**config.mk**
```make
export PLATFORM = sky130hd
export DESIGN_NAME = mac_address_allow_table
export DESIGN_NICKNAME = d
export VERILOG_FILES = /design/src/sv/mat_pkg.sv /design/src/sv/mat_ram.sv /design/src/sv/mac_address_allow_table.sv
export SDC_FILE = /design/constraint.sdc
export NUM_CORES = 1
export LEC_CHECK = 0
export BUFFER_PORTS_ARGS = -buffer_cell sky130_fd_sc_hd__buf_2
export CAP_MARGIN = 5
export CORE_AREA = 2 2 285 287
export DETAILED_ROUTE_END_ITERATION = 6
export DIE_AREA = 0 0 287 289
export PLACE_DENSITY = 0.62
export SLEW_MARGIN = 0
export SYNTH_ARGS = -nofsm -noshare
export SYNTH_HDL_FRONTEND = slang
export SYNTH_SLANG_ARGS = --single-unit
```
**constraint.sdc**
```tcl
create_clock -name clk -period 15.7 [get_ports clk]
set_clock_uncertainty 0.2 [all_clocks]
set_input_delay 1.57 -clock clk [delete_from_list [all_inputs] [get_ports clk]]
set_output_delay 1.57 -clock clk [all_outputs]
set_load 0.05 [all_outputs]
```
**src/sv/mat_pkg.sv**
```systemverilog
// ---------------------------------------------------------------------------
// mat_pkg
// types and constants of the mac address allow table
// ---------------------------------------------------------------------------
package mat_pkg;

  localparam int MAC_W   = 48;
  localparam int TOTAL_W = 5;

  typedef enum logic [1:0] {
    REQ_LOOKUP = 2'd0,
    REQ_ADD    = 2'd1,
    REQ_REMOVE = 2'd2,
    REQ_CLEAR  = 2'd3
  } req_t;

  typedef enum logic [1:0] {
    STAT_OK        = 2'd0,
    STAT_NOT_FOUND = 2'd1,
    STAT_PRESENT   = 2'd2,
    STAT_FULL      = 2'd3
  } status_t;

  typedef enum logic [2:0] {
    FSM_IDLE,
    FSM_SCAN_RD,
    FSM_SCAN_CMP,
    FSM_SHIFT_RD,
    FSM_SHIFT_WR,
    FSM_RESP
  } fsm_t;

endpackage

```
**src/sv/mat_ram.sv**
```systemverilog
// ---------------------------------------------------------------------------
// mat_ram
// simple dual port ram, one write port, one registered read port
// ---------------------------------------------------------------------------
module mat_ram #(
  parameter int WIDTH = 48,
  parameter int DEPTH = 16,
  localparam int AW = (DEPTH > 1) ? $clog2(DEPTH) : 1
) (
  input  logic             clk,
  input  logic             wr_en,
  input  logic [AW-1:0]    wr_addr,
  input  logic [WIDTH-1:0] wr_data,
  input  logic [AW-1:0]    rd_addr,
  output logic [WIDTH-1:0] rd_data
);

  logic [WIDTH-1:0] mem [DEPTH];

  always_ff @(posedge clk) begin
    if (wr_en) begin
      mem[wr_addr] <= wr_data;
    end
    rd_data <= mem[rd_addr];
  end

endmodule

```
**src/sv/mac_address_allow_table.sv**
```systemverilog
// ---------------------------------------------------------------------------
// mac_address_allow_table
// insertion ordered table of 48-bit addresses: lookup, add, remove, clear
//
//   channel  direction  handshake             payload
//   in       input      in_valid / in_ready   req_type, mac_addr
//   out      output     out_valid / out_ready ok, status, entry_total
//
// one item at a time; the scan reads each entry from the ram, then compares it
// remove: scan to the hit, then each later entry is read and written one place down
// the result sits in an output register; a new item is taken while it waits
// reset clears the count and the control state; ram contents are not cleared
// ---------------------------------------------------------------------------
module mac_address_allow_table #(
  parameter int TABLE_DEPTH = 16
) (
  input  logic                          clk,
  input  logic                          rst,
  input  logic                          in_valid,
  output logic                          in_ready,
  input  logic [1:0]                    req_type,
  input  logic [mat_pkg::MAC_W-1:0]     mac_addr,
  output logic                          out_valid,
  input  logic                          out_ready,
  output logic                          ok,
  output logic [1:0]                    status,
  output logic [mat_pkg::TOTAL_W-1:0]   entry_total
);

  localparam int IW = (TABLE_DEPTH > 1) ? $clog2(TABLE_DEPTH) : 1;
  localparam int CW = $clog2(TABLE_DEPTH + 1);

  mat_pkg::fsm_t              state, state_next;
  mat_pkg::req_t              req, req_next;
  mat_pkg::status_t           res_status, res_status_next;
  logic                       res_ok, res_ok_next;
  logic [mat_pkg::MAC_W-1:0]  addr, addr_next;
  logic [IW-1:0]              idx, idx_next;
  logic [CW-1:0]              count, count_next;
  logic [CW-1:0]              idx_inc;
  logic                       last;
  logic                       load;

  logic                       wr_en;
  logic [IW-1:0]              wr_addr;
  logic [mat_pkg::MAC_W-1:0]  wr_data;
  logic [IW-1:0]              rd_addr;
  logic [mat_pkg::MAC_W-1:0]  rd_data;

  mat_ram #(
    .WIDTH (mat_pkg::MAC_W),
    .DEPTH (TABLE_DEPTH)
  ) u_ram (
    .clk     (clk),
    .wr_en   (wr_en),
    .wr_addr (wr_addr),
    .wr_data (wr_data),
    .rd_addr (rd_addr),
    .rd_data (rd_data)
  );

  assign idx_inc  = CW'(idx) + CW'(1);
  assign last     = (idx_inc >= count);
  assign in_ready = (state == mat_pkg::FSM_IDLE);

  always_comb begin
    state_next      = state;
    req_next        = req;
    addr_next       = addr;
    idx_next        = idx;
    count_next      = count;
    res_ok_next     = res_ok;
    res_status_next = res_status;
    rd_addr         = idx;
    wr_en           = 1'b0;
    wr_addr         = idx;
    wr_data         = addr;
    load            = 1'b0;
    unique case (state)
      mat_pkg::FSM_IDLE: begin
        if (in_valid) begin
          req_next  = mat_pkg::req_t'(req_type);
          addr_next = mac_addr;
          idx_next  = '0;
          unique case (mat_pkg::req_t'(req_type))
            mat_pkg::REQ_CLEAR: begin
              count_next      = '0;
              res_ok_next     = 1'b1;
              res_status_next = mat_pkg::STAT_OK;
              state_next      = mat_pkg::FSM_RESP;
            end
            mat_pkg::REQ_ADD: begin
              if (count == CW'(TABLE_DEPTH)) begin
                res_ok_next     = 1'b0;
                res_status_next = mat_pkg::STAT_FULL;
                state_next      = mat_pkg::FSM_RESP;
              end else if (count == '0) begin
                wr_en           = 1'b1;
                wr_addr         = count[IW-1:0];
                wr_data         = mac_addr;
                count_next      = count + CW'(1);
                res_ok_next     = 1'b1;
                res_status_next = mat_pkg::STAT_OK;
                state_next      = mat_pkg::FSM_RESP;
              end else begin
                state_next = mat_pkg::FSM_SCAN_RD;
              end
            end
            default: begin
              if (count == '0) begin
                res_ok_next     = 1'b0;
                res_status_next = mat_pkg::STAT_NOT_FOUND;
                state_next      = mat_pkg::FSM_RESP;
              end else begin
                state_next = mat_pkg::FSM_SCAN_RD;
              end
            end
          endcase
        end
      end
      mat_pkg::FSM_SCAN_RD: begin
        rd_addr    = idx;
        state_next = mat_pkg::FSM_SCAN_CMP;
      end
      mat_pkg::FSM_SCAN_CMP: begin
        if (rd_data == addr) begin
          unique case (req)
            mat_pkg::REQ_LOOKUP: begin
              res_ok_next     = 1'b1;
              res_status_next = mat_pkg::STAT_OK;
              state_next      = mat_pkg::FSM_RESP;
            end
            mat_pkg::REQ_ADD: begin
              res_ok_next     = 1'b0;
              res_status_next = mat_pkg::STAT_PRESENT;
              state_next      = mat_pkg::FSM_RESP;
            end
            mat_pkg::REQ_REMOVE: begin
              state_next = mat_pkg::FSM_SHIFT_RD;
            end
            default: begin
              state_next = mat_pkg::FSM_RESP;
            end
          endcase
        end else if (last) begin
          if (req == mat_pkg::REQ_ADD) begin
            wr_en           = 1'b1;
            wr_addr         = count[IW-1:0];
            wr_data         = addr;
            count_next      = count + CW'(1);
            res_ok_next     = 1'b1;
            res_status_next = mat_pkg::STAT_OK;
          end else begin
            res_ok_next     = 1'b0;
            res_status_next = mat_pkg::STAT_NOT_FOUND;
          end
          state_next = mat_pkg::FSM_RESP;
        end else begin
          idx_next   = idx_inc[IW-1:0];
          state_next = mat_pkg::FSM_SCAN_RD;
        end
      end
      mat_pkg::FSM_SHIFT_RD: begin
        if (last) begin
          count_next      = count - CW'(1);
          res_ok_next     = 1'b1;
          res_status_next = mat_pkg::STAT_OK;
          state_next      = mat_pkg::FSM_RESP;
        end else begin
          rd_addr    = idx_inc[IW-1:0];
          state_next = mat_pkg::FSM_SHIFT_WR;
        end
      end
      mat_pkg::FSM_SHIFT_WR: begin
        wr_en      = 1'b1;
        wr_addr    = idx;
        wr_data    = rd_data;
        idx_next   = idx_inc[IW-1:0];
        state_next = mat_pkg::FSM_SHIFT_RD;
      end
      mat_pkg::FSM_RESP: begin
        if (!out_valid || out_ready) begin
          load       = 1'b1;
          state_next = mat_pkg::FSM_IDLE;
        end
      end
      default: begin
        state_next = mat_pkg::FSM_IDLE;
      end
    endcase
  end

  always_ff @(posedge clk) begin
    if (rst) begin
      state     <= mat_pkg::FSM_IDLE;
      count     <= '0;
      out_valid <= 1'b0;
    end else begin
      state <= state_next;
      count <= count_next;
      if (load) begin
        out_valid <= 1'b1;
      end else if (out_ready) begin
        out_valid <= 1'b0;
      end
    end
  end

  always_ff @(posedge clk) begin
    req        <= req_next;
    addr       <= addr_next;
    idx        <= idx_next;
    res_ok     <= res_ok_next;
    res_status <= res_status_next;
    if (load) begin
      ok          <= res_ok;
      status      <= res_status;
      entry_total <= mat_pkg::TOTAL_W'(count);
    end
  end

endmodule

```
==> reports/metrics.csv <==
stage;metric;value;unit
timing;crit share post-route;37.4;%
synthesis;synthesized netlist cell count;2271;
hold_path;worst min path class;register to register;
run_status;status;complete, but fails checks;
synthesis;post-synth top area share;71.9;%
timing;final slew viol count;0;
route;vias per cell;5.94;
pwr;worst vdd ir;0.364;mV
clock_tree;Root Driver;clkbuf_16;
synthesis;Yosys warning total;0;
synthesis;simple-gate area share of the yosys netlist;6.38;%
timing;FMAX;0.170;GHz
synthesis;top cells by area, synth;edfxtp_1, nand2_1, dfxtp_1;
synthesis;Netlist cell types;73;
grt;number of global-route vias before repair;20300;
place;PortBufs;63;
floorplan;Die ar.;82900;µm²
setup_path;Worst R2R Setup Slack;9820;ps
setup_path;WP buf/inv;3;
grt;largest net degree at the start of global routing;152;
place;dpl hpwl;48000;µm
timing;final setup violation count;0;
final_layout;commonest non-fill, non-tap cell in the layout;edfxtp_1;
timing;worst hold slack;222;ps
timing;setup TNS;0;ps
synthesis;Seq/Total Area, Yosys;75.2;%
timing;crit path time final;5880;ps
final_layout;Final Util;49.4;%
pwr;P per Cell Area;219;nW/µm²
clock_tree;CTS Hold Bufs;0;
grt;Total Routing Usage GR;21.3;%
pwr;LEAKAGE;13.0;nW
setup_path;RR Endpoint;u_ram.rd_data[43];
clock_tree;Clock Pin Slew Worst Setup and Hold Paths;60;ps
hold_path;hold depth;0;
synthesis;Post-synth EDFFs;833;
final_layout;most frequent cells in the layout;edfxtp_1, nand2_1, nor2_1;
floorplan;die height;289;µm
route;Wirelength per Cell;25.7;µm
place;GPL Wtd Cong;0.831;
setup_path;CP Capture Type;register;
final_layout;Filler Cell Count;6738;
setup_path;crit-path max FO;151;
final_layout;register area;26200;µm²
setup_path;crit start category;register;
setup_path;Crit path max-delay family;buffers and inverters;
place;Cells after DPL;3299;
clock_tree;postcts setup bufs;0;
setup_path;Slowest cell on crit path;and4_4;
synthesis;Post-Synth Adder-Cell Area;0.431;%
floorplan;Die W;287;µm
route;via count;20600;
route;final wirelength;89300;µm
pwr;Design Power;0.00866;W
synthesis;dominant cell type by area after synthesis;edfxtp_1;
setup_path;cell mode on critical path;ha_1;
synthesis;mux share of post-synthesis cell area;3.09;%
synthesis;largest family of logic cells by synthesized area;compound AO/OA/AOI/OAI gates;
setup_path;Reg2Reg Depth;13;
setup_path;CP Cell Sequence;ha_1 -> xnor2_1 -> inv_1 -> ha_1 -> a211oi_4 -> a2bb2oi_1 -> and4_4 -> buf_12 -> buf_4 -> mux2i_1 -> a32oi_1 -> o21ai_0 -> o22ai_1;
flow_run;max-cap violations;0;
clock_tree;H-tree Lvls;3;
clock_tree;TritonCTS clock tree;yes;
final_layout;share of layout cells above drive strength 1;12.5;%
synthesis;Synth Cell Area;34800;µm²
setup_path;Data required, critical path;16070;ps
route;Initial DRC Count;2280;
hold_path;end of the worst hold path;status[0];
synthesis;ys async rst share;0;%
clock_tree;# resized after CTS;0;
run_status;failing checks;design-rule violations;
hold_path;worst hold path startpoint;res_status[0];
timing;Hold Vio Cnt, Final;0;
grt;gr ovfl total;0;
floorplan;row count;104;
final_layout;Area Growth Syn to Fin;13.5;%
setup_path;WS Path Type;register to register;
synthesis;Seq cells post-synth;890;
setup_path;worst stage delay on the critical path;900;ps
setup_path;crit path DAT;6240;ps
final_layout;ant diodes;0;
timing;unrepaired setup endpoints after global routing;false;
clock_tree;worst skew pair latency;650;ps
timing;Slew headroom;14.3;%
route;Routed Antenna Nets;0;
grt;initial antenna violation count;0;
synthesis;Synth Area in XOR/XNOR;1.36;%
final_layout;final net count;2398;
route;DRC violations left;1;
floorplan;Core ar.;79900;µm²
synthesis;synthesized area per cell;15.3;µm²
final_layout;area of the multi-input gates;7880;µm²
final_layout;Non-Filler Instances;3470;
timing;Slew @ Worst Pin;1290;ps
synthesis;syn_nets;2337;
synthesis;prevailing post-synth register cell;edfxtp_1;
grt;global-route wire length before repair;132000;µm
floorplan;Starting Density;43.6;%
setup_path;Worst R2R Start;idx[0];
clock_tree;clk buf depth;3;
route;length of the first detailed-routing pass in iterations;7;
floorplan;I/O pins;64;
synthesis;Compound-Gate Fraction of Synth Area;10.9;%
clock_tree;clock sink total;890;
clock_tree;number of buffers created by CTS;91;
[Yosys cell counts (3+ instances only)]
| library cell | count |
|---|---|
| buf_1 | 6 |
| o221ai_1 | 61 |
| o211ai_1 | 3 |
| nand2_1 | 334 |
| buf_4 | 10 |
| a222oi_1 | 46 |
| edfxtp_1 | 833 |
| buf_6 | 12 |
| and3_1 | 4 |
| a21oi_2 | 3 |
| a21oi_1 | 18 |
| ha_1 | 12 |
| nor4_1 | 3 |
| a32oi_1 | 60 |
| a31oi_1 | 34 |
| nor2_1 | 144 |
| xnor2_1 | 52 |
| nand4_1 | 15 |
| a211oi_1 | 4 |
| buf_2 | 54 |
| nor2b_1 | 4 |
| nand3_1 | 7 |
| a311o_1 | 34 |
| clkbuf_1 | 54 |
| a32o_1 | 35 |
| inv_1 | 62 |
| nand2b_1 | 4 |
| dfxtp_1 | 57 |
| or3_1 | 3 |
| a22o_1 | 15 |
| o21ai_1 | 8 |
| nor3_1 | 9 |
| o22ai_1 | 76 |
| a311oi_1 | 4 |
| mux2i_1 | 100 |
| o21ai_0 | 44 |
[sequential cells by signal, indices dropped and copies added (netlist names)]
register	flops
entry_total	5
out_valid	1
res_ok	1
idx	4
status	2
u_ram.mem	768
state	3
ok	1
u_ram.rd_data	48
addr	48
res_status	2
count	5
req	2
[worst max path at each step]
stage               startpoint                 to  cells after the start
floorplan             in_valid    u_ram.mem[3][0]                      6
global placement      in_valid  u_ram.mem[11][11]                     10
detailed placement    in_valid   u_ram.mem[13][8]                     10
CTS                     idx[0]  u_ram.rd_data[33]                     13
global route            idx[0]  u_ram.rd_data[33]                     13
finish                  idx[0]  u_ram.rd_data[43]                     13
[where the power goes]
group	internal [W]	switching, W	total [W]
clock network	0.00140	0.000910	0.00231
registers	0.00322	0.000160	0.00338
logic	0.000907	0.00206	0.00296
total	0.00553	0.00312	0.00866
[layout make-up]
type | count | share of cell area [%]
tap | 1060 | 3.36
clock buffer | 123 | 6.40
clock inverter | 48 | 1.88
inverter | 62 | 0.589
multi-input combinational | 1183 | 20.0
sequential | 890 | 66.2
timing repair buffer | 104 | 1.61
[metrics by stage]
stage	setup slack [ps]	instance area [µm²]
finish	9820	39500
global route	9390	39500
CTS	9790	39500
detailed placement	9530	36200
global placement	9730	36200
floorplan	3450	34800
[routing by layer]
layer  part of all wire, %  track usage (%)  vias to the layer above  wire, µm
met5                     0                0                        -         0
met1                    43             29.8                    10500     38300
li1                      -                -                     9051         -
met3                   7.9             4.21                      145      7070
met4                   2.3             5.64                        0      2010
met2                    47             34.2                      892     41900
[cells by family after synthesis]
family / after synthesis
flops: 890
fa+ha+maj: 12
compound gates: 471
simple gates: 543
buf+inv: 198
mux: 104
xor+xnor: 53
(Power assumes the default switching activity.)
